**src/rtl/ltok_pkg.sv**
```systemverilog
// ----------------------------------------------------------------------------
// ltok_pkg
// Shared types, constants and result builders for the length-prefixed
// message tokenizer.
// ----------------------------------------------------------------------------
package ltok_pkg;

    localparam int MAX_FIELDS_DEF = 4;
    localparam int HDR_BYTES      = 4;
    localparam int QUEUE_DEPTH    = 2;
    localparam int SLOTS          = 3;

    localparam logic [7:0] QUOTE_CHAR = 8'h22;
    localparam logic [7:0] SPACE_CHAR = 8'h20;

    typedef enum logic
    {
        EV_FIELD = 1'b0,
        EV_END   = 1'b1
    } event_t;

    typedef struct packed
    {
        event_t      kind;
        logic [1:0]  index;
        logic [31:0] start;
        logic [31:0] length;
        logic [2:0]  count;
    } result_t;

    typedef struct packed
    {
        logic [1:0]          n;
        result_t [SLOTS-1:0] slot;
    } bundle_t;

    function automatic result_t field_res(logic [1:0] idx, logic [31:0] st,
                                          logic [31:0] len);
        result_t r;
        r.kind   = EV_FIELD;
        r.index  = idx;
        r.start  = st;
        r.length = len;
        r.count  = 3'd0;
        return r;
    endfunction

    function automatic result_t end_res(logic [2:0] cnt);
        result_t r;
        r.kind   = EV_END;
        r.index  = 2'd0;
        r.start  = 32'd0;
        r.length = 32'd0;
        r.count  = cnt;
        return r;
    endfunction

endpackage

```
**src/rtl/ltok_front.sv**
```systemverilog
// ----------------------------------------------------------------------------
// ltok_front
// Accepts stream bytes, tracks header and field state, and builds a bundle
// of up to three results per byte.
// ----------------------------------------------------------------------------
module ltok_front
    import ltok_pkg::*;
#(
    parameter int MAX_FIELDS = MAX_FIELDS_DEF
)
(
    input  logic       clk,
    input  logic       rst_n,
    input  logic       in_valid,
    output logic       in_ready,
    input  logic [7:0] data_byte,
    input  logic       q_ready,
    output logic       q_push,
    output bundle_t    q_data
);

    localparam int FF_W = $clog2(MAX_FIELDS + 1);
    localparam logic [1:0] HDR_LAST = 2'(HDR_BYTES - 1);

    logic            in_header_reg, in_header_next;
    logic [1:0]      hdr_cnt_reg, hdr_cnt_next;
    logic [31:0]     msg_len_reg, msg_len_next;
    logic [31:0]     offset_reg, offset_next;
    logic [FF_W-1:0] fields_reg, fields_next;
    logic            in_field_reg, in_field_next;
    logic            in_quotes_reg, in_quotes_next;
    logic            pending_reg, pending_next;
    logic [31:0]     cur_start_reg, cur_start_next;

    logic accept;

    assign in_ready = q_ready;
    assign accept   = in_valid & q_ready;

    always_comb
    begin
        logic [31:0]     p;
        logic            last;
        logic            consumed;
        logic [1:0]      n;
        logic [FF_W+2:0] ff_ext;
        bundle_t         b;

        in_header_next = in_header_reg;
        hdr_cnt_next   = hdr_cnt_reg;
        msg_len_next   = msg_len_reg;
        offset_next    = offset_reg;
        fields_next    = fields_reg;
        in_field_next  = in_field_reg;
        in_quotes_next = in_quotes_reg;
        pending_next   = pending_reg;
        cur_start_next = cur_start_reg;
        p        = offset_reg;
        last     = 1'b0;
        consumed = 1'b0;
        n        = 2'd0;
        ff_ext   = '0;
        b        = '0;

        if (accept)
        begin
            if (in_header_reg)
            begin
                msg_len_next = {msg_len_reg[23:0], data_byte};
                if (hdr_cnt_reg == HDR_LAST)
                begin
                    hdr_cnt_next   = 2'd0;
                    offset_next    = 32'd0;
                    fields_next    = '0;
                    in_field_next  = 1'b0;
                    in_quotes_next = 1'b0;
                    pending_next   = 1'b0;
                    cur_start_next = 32'd0;
                    if (msg_len_next == 32'd0)
                    begin
                        b.slot[n] = end_res(3'd0);
                        n = n + 2'd1;
                    end
                    else
                    begin
                        in_header_next = 1'b0;
                    end
                end
                else
                begin
                    hdr_cnt_next = hdr_cnt_reg + 2'd1;
                end
            end
            else
            begin
                last = (p + 32'd1 == msg_len_reg);
                if (pending_reg)
                begin
                    pending_next = 1'b0;
                    if (data_byte == QUOTE_CHAR)
                    begin
                        consumed = 1'b1;
                    end
                    else
                    begin
                        ff_ext = (FF_W+3)'(fields_next);
                        b.slot[n] = field_res(ff_ext[1:0], cur_start_next,
                                              (p - 32'd1) - cur_start_next);
                        n = n + 2'd1;
                        fields_next    = fields_next + FF_W'(1);
                        in_field_next  = 1'b0;
                        in_quotes_next = 1'b0;
                    end
                end
                if (!consumed && (fields_next < FF_W'(MAX_FIELDS)))
                begin
                    if (in_field_next)
                    begin
                        if ((in_quotes_next && data_byte == QUOTE_CHAR && last)
                            || (!in_quotes_next && data_byte == SPACE_CHAR))
                        begin
                            ff_ext = (FF_W+3)'(fields_next);
                            b.slot[n] = field_res(ff_ext[1:0], cur_start_next,
                                                  p - cur_start_next);
                            n = n + 2'd1;
                            fields_next    = fields_next + FF_W'(1);
                            in_field_next  = 1'b0;
                            in_quotes_next = 1'b0;
                        end
                        else if (in_quotes_next && data_byte == QUOTE_CHAR)
                        begin
                            pending_next = 1'b1;
                        end
                    end
                    else if (data_byte != SPACE_CHAR)
                    begin
                        in_field_next = 1'b1;
                        if (data_byte == QUOTE_CHAR)
                        begin
                            in_quotes_next = 1'b1;
                            cur_start_next = p + 32'd1;
                        end
                        else
                        begin
                            cur_start_next = p;
                        end
                    end
                end
                offset_next = p + 32'd1;
                if (last)
                begin
                    if (in_field_next)
                    begin
                        ff_ext = (FF_W+3)'(fields_next);
                        b.slot[n] = field_res(ff_ext[1:0], cur_start_next,
                                              msg_len_reg - cur_start_next);
                        n = n + 2'd1;
                        fields_next = fields_next + FF_W'(1);
                    end
                    ff_ext = (FF_W+3)'(fields_next);
                    b.slot[n] = end_res(ff_ext[2:0]);
                    n = n + 2'd1;
                    in_header_next = 1'b1;
                    hdr_cnt_next   = 2'd0;
                    offset_next    = 32'd0;
                    fields_next    = '0;
                    in_field_next  = 1'b0;
                    in_quotes_next = 1'b0;
                    pending_next   = 1'b0;
                    cur_start_next = 32'd0;
                end
            end
        end

        b.n    = n;
        q_data = b;
        q_push = accept && (n != 2'd0);
    end

    always_ff @(posedge clk or negedge rst_n)
    begin
        if (!rst_n)
        begin
            in_header_reg <= 1'b1;
            hdr_cnt_reg   <= 2'd0;
            msg_len_reg   <= 32'd0;
            offset_reg    <= 32'd0;
            fields_reg    <= '0;
            in_field_reg  <= 1'b0;
            in_quotes_reg <= 1'b0;
            pending_reg   <= 1'b0;
            cur_start_reg <= 32'd0;
        end
        else
        begin
            in_header_reg <= in_header_next;
            hdr_cnt_reg   <= hdr_cnt_next;
            msg_len_reg   <= msg_len_next;
            offset_reg    <= offset_next;
            fields_reg    <= fields_next;
            in_field_reg  <= in_field_next;
            in_quotes_reg <= in_quotes_next;
            pending_reg   <= pending_next;
            cur_start_reg <= cur_start_next;
        end
    end

endmodule

```
**src/rtl/ltok_queue.sv**
```systemverilog
// ----------------------------------------------------------------------------
// ltok_queue
// Short first-in first-out queue of result bundles between front and back.
// ----------------------------------------------------------------------------
module ltok_queue
    import ltok_pkg::*;
(
    input  logic    clk,
    input  logic    rst_n,
    input  logic    push,
    input  bundle_t push_data,
    output logic    push_ready,
    input  logic    pop,
    output logic    not_empty,
    output bundle_t head
);

    localparam int PTR_W = (QUEUE_DEPTH > 1) ? $clog2(QUEUE_DEPTH) : 1;
    localparam int CNT_W = $clog2(QUEUE_DEPTH + 1);

    bundle_t          mem [QUEUE_DEPTH];
    logic [PTR_W-1:0] wr_ptr_reg, wr_ptr_next;
    logic [PTR_W-1:0] rd_ptr_reg, rd_ptr_next;
    logic [CNT_W-1:0] count_reg, count_next;

    assign push_ready = (count_reg != CNT_W'(QUEUE_DEPTH));
    assign not_empty  = (count_reg != '0);
    assign head       = mem[rd_ptr_reg];

    always_comb
    begin
        wr_ptr_next = wr_ptr_reg;
        rd_ptr_next = rd_ptr_reg;
        count_next  = count_reg;
        if (push)
        begin
            wr_ptr_next = (wr_ptr_reg == PTR_W'(QUEUE_DEPTH - 1)) ? '0
                        : wr_ptr_reg + PTR_W'(1);
        end
        if (pop)
        begin
            rd_ptr_next = (rd_ptr_reg == PTR_W'(QUEUE_DEPTH - 1)) ? '0
                        : rd_ptr_reg + PTR_W'(1);
        end
        if (push && !pop)
        begin
            count_next = count_reg + CNT_W'(1);
        end
        else if (pop && !push)
        begin
            count_next = count_reg - CNT_W'(1);
        end
    end

    always_ff @(posedge clk)
    begin
        if (push)
        begin
            mem[wr_ptr_reg] <= push_data;
        end
    end

    always_ff @(posedge clk or negedge rst_n)
    begin
        if (!rst_n)
        begin
            wr_ptr_reg <= '0;
            rd_ptr_reg <= '0;
            count_reg  <= '0;
        end
        else
        begin
            wr_ptr_reg <= wr_ptr_next;
            rd_ptr_reg <= rd_ptr_next;
            count_reg  <= count_next;
        end
    end

endmodule

```
**src/rtl/ltok_back.sv**
```systemverilog
// ----------------------------------------------------------------------------
// ltok_back
// Unpacks queued bundles into single results, one per cycle while out_ready
// is high and the queue is not empty, through an output register.
// ----------------------------------------------------------------------------
module ltok_back
    import ltok_pkg::*;
(
    input  logic    clk,
    input  logic    rst_n,
    input  logic    q_not_empty,
    input  bundle_t q_head,
    output logic    q_pop,
    output logic    out_valid,
    input  logic    out_ready,
    output result_t out_res,
    output logic    out_last
);

    logic       valid_reg, valid_next;
    result_t    res_reg, res_next;
    logic       last_reg, last_next;
    logic [1:0] pos_reg, pos_next;
    logic       load;
    logic       at_end;

    assign load   = (!valid_reg || out_ready) && q_not_empty;
    assign at_end = (pos_reg == q_head.n - 2'd1);
    assign q_pop  = load && at_end;

    always_comb
    begin
        valid_next = valid_reg;
        res_next   = res_reg;
        last_next  = last_reg;
        pos_next   = pos_reg;
        if (load)
        begin
            valid_next = 1'b1;
            res_next   = q_head.slot[pos_reg];
            last_next  = at_end;
            pos_next   = at_end ? 2'd0 : pos_reg + 2'd1;
        end
        else if (out_ready)
        begin
            valid_next = 1'b0;
        end
    end

    always_ff @(posedge clk or negedge rst_n)
    begin
        if (!rst_n)
        begin
            valid_reg <= 1'b0;
            pos_reg   <= 2'd0;
        end
        else
        begin
            valid_reg <= valid_next;
            pos_reg   <= pos_next;
        end
    end

    always_ff @(posedge clk)
    begin
        res_reg  <= res_next;
        last_reg <= last_next;
    end

    assign out_valid = valid_reg;
    assign out_res   = res_reg;
    assign out_last  = last_reg;

endmodule

```
**src/rtl/length_prefixed_message_tokenizer.sv**
```systemverilog
// ----------------------------------------------------------------------------
// length_prefixed_message_tokenizer
// Splits a length-prefixed byte stream into field and message-end results.
// ----------------------------------------------------------------------------
//  channel | signals                                         | dir
//  --------+-------------------------------------------------+----
//  in      | in_valid, in_ready, data_byte                   | in
//  out     | out_valid, out_ready, event_kind, field_index,  | out
//          | field_start, field_length, field_count,         |
//          | last_of_run                                     |
//
// One byte is accepted per cycle while the bundle queue has room; each byte
// is classified in the cycle it is accepted. Results leave one per cycle from
// the output register while out_ready is high, so the results of one byte
// leave one after another. Output stalls back up through the two-entry queue
// to in_ready. Reset puts the block in header state with an empty queue.
// ----------------------------------------------------------------------------
module length_prefixed_message_tokenizer
    import ltok_pkg::*;
#(
    parameter int MAX_FIELDS = MAX_FIELDS_DEF
)
(
    input  logic        clk,
    input  logic        rst_n,
    input  logic        in_valid,
    output logic        in_ready,
    input  logic [7:0]  data_byte,
    output logic        out_valid,
    input  logic        out_ready,
    output logic        event_kind,
    output logic [1:0]  field_index,
    output logic [31:0] field_start,
    output logic [31:0] field_length,
    output logic [2:0]  field_count,
    output logic        last_of_run
);

    logic    q_ready;
    logic    q_push;
    bundle_t q_data;
    logic    q_pop;
    logic    q_not_empty;
    bundle_t q_head;
    result_t res;

    ltok_front #(
        .MAX_FIELDS (MAX_FIELDS)
    ) u_front (
        .clk       (clk),
        .rst_n     (rst_n),
        .in_valid  (in_valid),
        .in_ready  (in_ready),
        .data_byte (data_byte),
        .q_ready   (q_ready),
        .q_push    (q_push),
        .q_data    (q_data)
    );

    ltok_queue u_queue (
        .clk        (clk),
        .rst_n      (rst_n),
        .push       (q_push),
        .push_data  (q_data),
        .push_ready (q_ready),
        .pop        (q_pop),
        .not_empty  (q_not_empty),
        .head       (q_head)
    );

    ltok_back u_back (
        .clk         (clk),
        .rst_n       (rst_n),
        .q_not_empty (q_not_empty),
        .q_head      (q_head),
        .q_pop       (q_pop),
        .out_valid   (out_valid),
        .out_ready   (out_ready),
        .out_res     (res),
        .out_last    (last_of_run)
    );

    assign event_kind   = res.kind;
    assign field_index  = res.index;
    assign field_start  = res.start;
    assign field_length = res.length;
    assign field_count  = res.count;

endmodule
```
**config.mk**
```make
export PLATFORM = sky130hd
export DESIGN_NAME = length_prefixed_message_tokenizer
export DESIGN_NICKNAME = d
export VERILOG_FILES = /design/src/rtl/ltok_pkg.sv /design/src/rtl/ltok_front.sv /design/src/rtl/ltok_queue.sv /design/src/rtl/ltok_back.sv /design/src/rtl/length_prefixed_message_tokenizer.sv
export SDC_FILE = /design/constraint.sdc
export NUM_CORES = 1
export LEC_CHECK = 0
export ABC_AREA = 1
export BUFFER_PORTS_ARGS = -buffer_cell sky130_fd_sc_hd__buf_4
export CORE_MARGIN = 5
export CORE_UTILIZATION = 40
export DETAILED_ROUTE_END_ITERATION = 8
export PLACE_DENSITY = 0.6
export REMOVE_ABC_BUFFERS = 1
export SETUP_SLACK_MARGIN = 0.3
export SYNTH_ARGS = -nofsm -noshare
export SYNTH_HDL_FRONTEND = slang
export SYNTH_SLANG_ARGS = --single-unit
```
**constraint.sdc**
```tcl
create_clock -name clk -period 32.2 [get_ports clk]
set_clock_uncertainty 0.05 [all_clocks]
set_input_delay 6.44 -clock clk [delete_from_list [all_inputs] [get_ports clk]]
set_output_delay 6.44 -clock clk [all_outputs]
set_load 0.01 [all_outputs]
```
## Word level (Yosys, flattened, before mapping)

Memories as Yosys holds them, arrays and structs flattened.
Cells that the tools add are included.

| operators by class | value |
|---|---|
| $lt $le $gt $ge | 8 |
| reductions and logical operators | 28 |
| equal/unequal tests | 8 |
| add/sub/neg operators | 18 |
| bitwise operators | 1 |
| muxes and demuxes | 125 |

Operator list:

| cell | number |
|---|---|
| 2-to-1 mux 210 bit | 11 |
| 2-to-1 mux 70 bit | 10 |
| bitwise mux 210 bit | 3 |
| demux 70 bit (select 2 bit) | 3 |
| 2-to-1 mux 32 bit | 11 |
| binary-select mux 70 bit (select 2 bit) | 1 |
| 2-to-1 mux 140 bit | 1 |
| subtractor 32 bit | 3 |
| 2-to-1 mux 69 bit | 1 |
| 2-to-1 mux 3 bit | 16 |
| 2-to-1 mux 1 bit | 46 |
| 2-to-1 mux 2 bit | 22 |
| adder 32 x 1 -> 32 bit (second input constant) | 1 |
| == test 32 bit | 1 |
| zero test 32 bit | 1 |
| subtractor 32 x 1 -> 32 bit (second input constant) | 1 |
| == test 8 x 6 -> 1 bit (second input constant) | 2 |
| adder 2 x 1 -> 2 bit (second input constant) | 6 |
| logical AND 1 bit | 12 |
| < comparator 2 x 3 -> 1 bit (second input constant) | 4 |
| nonzero test 2 bit | 5 |
| adder 3 x 1 -> 3 bit (second input constant) | 3 |
| inequality test 8 x 6 -> 1 bit (second input constant) | 1 |
| >= comparator 2 x 1 -> 1 bit (second input constant) | 3 |
| 10 further kinds | 20 |

| storage, ports and cells | value |
|---|---|
| output and inout port bits | 73 |
| memories | 1 |
| register bits after elaboration | 183 |
| RAM bits | 424 |
| logic and storage cells | 209 |

Memory list:

| name | depth | width | rd ports | clocked after Yosys merged registers in | write ports | line | source |
|---|---|---|---|---|---|---|---|
| u_queue.mem | 2 | 212 | 1 | 0 | 1 | ltok_queue.sv:21 | `bundle_t mem [QUEUE_DEPTH];` |

## Longest topological paths before layout

| depth | value |
|---|---|
| word-level depth | 28 |
| depth in mapped cells | 32 |

## By module

From an unflattened synthesis, not the netlist that was laid out.

| unflattened totals | value |
|---|---|
| cell total of the unflattened synthesis | 3,708 |
| area, all modules | 34,534.4 µm² |

By module, submodules not included:

| module | area an instance (µm²) | seq. area each (µm²) | cells an instance | times used |
|---|---|---|---|---|
| ltok_queue | 16,209.3 | 12,832.3 | 685 | 1 |
| ltok_front | 14,470.1 | 2,628.8 | 2,602 | 1 |
| ltok_back | 3,854.9 | 2,207.1 | 421 | 1 |

## Worst setup path before layout

Ideal clock, no wire load.

| timing | value |
|---|---|
| kind | in2reg |
| from | input data_byte[7] |
| to | memory u_queue.mem[1][0] (netlist name), enable pin |
| data arrival time | 19.348 ns |
| cell stages on the path | 18 |
| data required time | 31.295 ns |
| setup time | 0.855 ns |
| slack | 11.947 ns |
| path buffers | 1 |
| path through | nor2_1 -> nand3_1 -> inv_1 -> nand2_1 -> nand2_1 -> nand2_1 -> nand2_1 -> nand2_1 -> clkbuf_1 -> ha_1 -> a31oi_1 -> ha_1 -> nand2_1 -> o21ai_0 -> ha_1 -> nand4_1 -> nand4_1 -> a21oi_1 |

| between the ends | value |
|---|---|
| word-level cells in the longest chain between the ends | 26 |
| elaborated cells on any way between the ends | 59 |

Ends and longest elaborated chain:

| item | line | source |
|---|---|---|
| start: declaration | length_prefixed_message_tokenizer.sv:28 | `input logic [7:0] data_byte,` |
| parallel branches: the longest is 20 deep, another holds adder 2 x 1 -> 2 bit | - |  |
| 2-to-1 mux 2 bit (*) | ltok_front.sv:67 | `if (in_header_reg)` |
| 2-to-1 mux 2 bit (*) | ltok_front.sv:65 | `if (accept)` |
| nonzero test 2 bit (*) | ltok_front.sv:177 | `q_push = accept && (n != 2'd0);` |
| logical AND 1 bit (*) | ltok_front.sv:177 |  |
| 2-to-1 mux 1 bit (*) | ltok_queue.sv:57 | `if (push)` |
| 2-to-1 mux 1 bit (not written as such) (*) | ltok_queue.sv:59 | `mem[wr_ptr_reg] <= push_data;` |
| end: declaration | ltok_queue.sv:21 |  |

Mark *: on every way between the ends. The select of a mux whose other input is x is not followed.

## Final worst setup path

| timing | value |
|---|---|
| from | input data_byte[7] |
| to | memory u_queue.mem[0][150] (netlist name), enable pin |

| between the ends | value |
|---|---|
| word-level cells in the longest chain between the ends | 26 |
| elaborated cells on any way between the ends | 59 |

Ends and longest elaborated chain:

| item | line | source |
|---|---|---|
| parallel branches: the longest is 20 deep, another holds adder 2 x 1 -> 2 bit | - |  |
| 2-to-1 mux 2 bit (*) | ltok_front.sv:67 |  |
| 2-to-1 mux 2 bit (*) | ltok_front.sv:65 |  |
| nonzero test 2 bit (*) | ltok_front.sv:177 |  |
| logical AND 1 bit (*) | ltok_front.sv:177 |  |
| net q_push | length_prefixed_message_tokenizer.sv:40 | `logic q_push;` |
| 2-to-1 mux 1 bit (*) | ltok_queue.sv:57 |  |
| 2-to-1 mux 1 bit (not written as such) (*) | ltok_queue.sv:59 |  |

Mark *: on every way through the listed nets, which the timed path passes. The select of a mux whose other input is x is not followed.

==> flow_summary.json <==
{
  "outcome": "completed",
  "ir_drop_uv": 57.3,
  "drt-initial-drc-count": 2804,
  "io_pins": 85,
  "crit_fanout": 86,
  "initial_utilization_pct": 40.5,
  "fin_crit_sh_pct": 42.2,
  "syn-instance-count": 3736,
  "dr_total_vias": 27300,
  "nFillCells": 7786,
  "path_depth": 23,
  "tightest_slew_ns": 1.12,
  "numPortBuffers": 84,
  "die_h_um": 296,
  "grt_pass1_wl_um": 160000,
  "overflow": 0,
  "switching_share_pct": 48.3,
  "drc_errors": 0,
  "clock-sinks": 607,
  "die-width_um": 296,
  "grt_pass1_vias": 26100,
  "combPwrFrac_pct": 52.3,
  "p_sw_uw": 2000,
  "cts_setup_buffers": 0,
  "nets": 3840,
  "async_flop_share_pct": 18.5,
  "stdcell_area_sq_um": 36700,
  "synth-seq-area-share_pct": 54.0,
  "grt_usage_pct": 23.7,
  "final_antenna_net_count": 0,
  "setup_viol": 0,
  "syn_area_per_cell_sq_um": 8.76,
  "drt_pass1_iterations": 7,
  "cp_num_buf_inv": 8,
  "rsz0062_at_grt": "no",
  "gp_congestion": 1.02,
  "max_slew_margin_pct": 25.3,
  "cts_made_buffers": 70,
  "top_register": "u_queue.mem",
  "clk_latency_ns": 0.64,
  "dpl-instance-area_sq_um": 34300,
  "cts.path.max_buffers": 3,
  "place_ws_ns": 18.05,
  "cap_violations": 0,
  "crit_slowest_cell": "buf_4",
  "netlist_area_sq_um": 32700,
  "ys.warnings.count": 0,
  "cts_tree": "done",
  "grt_antenna_before_repair": 1,
  "cpMostUsedCell": "nand2_1",
  "cp_cell_sequence": "buf_4, nor2_1, nand3_1, inv_1, nand2_1, nand2_1, buf_4, inv_2, nor2_1, inv_1, nor2_2, nand2_1, ha_1, nand2_1, o21ai_0, ha_1, nand4_1, nand4_1, nand2_1, nand2_1, inv_8, buf_4, buf_4",
  "routed_wl_um": 106000,
  "p_leak_uw": 0.0145,
  "ys.flop_type": "edfxtp_1",
  "critical_path_required_ns": 32.39,
  "fin_util_pct": 45.4,
  "worstPathArrival_ns": 13.78,
  "hpwlAfterDp_um": 73400,
  "power.density_nw_per_um2": 113,
  "whs_path_depth": 1,
  "seq_power_share_pct": 27.7,
  "worst_hold_slack_ns": 0.422,
  "max_freq_mhz": 73.6,
  "internal_power_uw": 2140,
  "diodes": 0,
  "final_layout_size_suffix_gt1_share_pct": 7.91,
  "crit_type": "in -> reg",
  "layout-area-overhead-vs-synth_pct": 12.2,
  "cp_top_family": "buffers and inverters",
  "clk_pin_slew_worst_paths_ns": 0.05,
  "slew_violations": 0,
  "hold_class": "reg -> reg",
  "yosys.cell_types.count": 48,
  "grt_start_max_net_pins": 128,
  "h-tree-depth": 3,
  "end_kind": "flop",
  "core_region_area_sq_um": 80800,
  "clockRootBuffer": "clkbuf_16",
  "synth-seq-cells": 607,
  "slowest_delay_ns": 0.84,
  "largest_register_ffs": 424,
  "num_rows": 104,
  "hold_viol_final": 0,
  "worst_slack_ns": 18.61,
  "cts_resized": 0,
  "via_per_inst": 5.61,
  "cp-start-kind": "input pin",
  "wl_per_cell_um": 21.8,
  "fin_crit_ns": 13.59,
  "postCtsHoldBufs": 0,
  "setup-tns-final_ns": 0,
  "synth_edf_count": 495,
  "r2r_cells": 26,
  "dieArea_sq_um": 87600,
  "clkPwrFrac_pct": 20.0
}
[cell type report]
cell class	instances	area [sq um]	share of cell area, %
clock inverters	39	500	1.36
well taps	1060	1330	3.61
repair buffers	122	928	2.53
inverters	326	1240	3.37
multi-input cells	2622	13100	35.8
flip-flops and latches	607	17700	48.2
clock buffers	90	1880	5.12
[synthesized netlist by cell type, drive strengths merged, types with 2 or more instances]
cell | instances | area (sq um)
nand2 | 730 | 2800
nor2 | 577 | 2240
edfxtp | 495 | 14900
o21ai | 441 | 2210
inv | 326 | 1220
nand3 | 228 | 1140
a21oi | 207 | 1040
clkbuf | 130 | 488
dfrtp | 111 | 2780
ha | 76 | 951
o32ai | 72 | 631
o22ai | 57 | 357
buf | 51 | 261
nor4 | 38 | 238
xor2 | 37 | 324
nand4 | 34 | 213
nor3 | 28 | 160
xnor2 | 18 | 158
or2 | 17 | 106
a31oi | 13 | 81.3
o21bai | 8 | 60.1
a21boi | 6 | 45.0
nand3b | 6 | 45.0
and2 | 5 | 31.3
o21a | 5 | 37.5
a221oi | 3 | 26.3
fa | 3 | 60.1
o211ai | 3 | 22.5
nor3b | 2 | 15.0
[placed cells by master, fill, tap and decap left out, drive strengths merged, types with 2 or more instances in the layout]
cell type  instances
nor3b              2
edfxtp           495
nand2            730
o21bai             8
dfrtp            111
nand3b             6
nand3            228
and2               5
o21ai            441
bufinv             9
o211ai             3
or2               17
o32ai             72
o21a               5
a221oi             3
a21boi             6
ha                76
nand4             34
xnor2             18
clkbuf            90
buf              122
a31oi             13
fa                 3
nor3              28
nor4              38
o22ai             57
nor2             577
inv              331
xor2              37
clkinv            24
a21oi            207
[path summary, 6_finish.rpt]
path                       slack, ns                                    to                         startpoint
setup / recovery               18.61         u_queue.mem[0][150]$_DFFE_PP_                       data_byte[7]
hold / removal                  0.42      u_queue.count_reg[0]$_DFFE_PN0P_   u_queue.count_reg[0]$_DFFE_PN0P_
setup reg to reg               24.06         u_queue.mem[0][150]$_DFFE_PP_  u_front.offset_reg[1]$_DFFE_PN0P_
hold reg to reg                 0.42      u_queue.count_reg[0]$_DFFE_PN0P_   u_queue.count_reg[0]$_DFFE_PN0P_
max in group asynchronous      24.95  u_front.cur_start_reg[1]$_DFFE_PN0P_                              rst_n
min in group asynchronous       5.83          u_back.out_valid$_DFFE_PN0P_                              rst_n
[metrics by stage]
step	power, uW	cells
6_report	4140	4866
4_1_cts	4130	4866
5_1_grt	4410	4866
3_5_place_dp	3290	4737
2_1_floorplan	2500	3555
3_3_place_gp	3300	4737
[layer usage]
metal | wire, um | GRT usage, % | up-vias
met5 | 0 | 0 | -
met4 | 3250 | 7.29 | 0
li1 | - | - | 12900
met3 | 7020 | 3.27 | 188
met2 | 48600 | 38.1 | 990
met1 | 47300 | 33.8 | 13200
[cells by family (layout without fill, tap and decap cells)]
kind of cell               after synthesis  in the layout  share of synthesized area, %
and+or+nand+nor                       1665           1665                          21.4
AOI/OAI and AO/OA                      821            821                          13.9
DFF                                    607            607                          54.0
buffers and inverters                  507            577                          6.03
adders and majority gates               79             79                          3.09
xor gates and xnor gates                56             56                          1.54
muxes                                    1              1                        0.0306
[power by group through the flow]
| stage | combinational [uW] | clock [uW] | sequential (uW) |
|---|---|---|---|
| 2_1_floorplan | 1330 | 0 | 1170 |
| 5_1_grt | 2380 | 875 | 1160 |
| 3_3_place_gp | 2140 | 0 | 1160 |
| 3_5_place_dp | 2130 | 0 | 1160 |
| 4_1_cts | 2150 | 841 | 1140 |
| 6_report | 2160 | 828 | 1150 |
No activity file was read; power rests on OpenSTA's default activity.
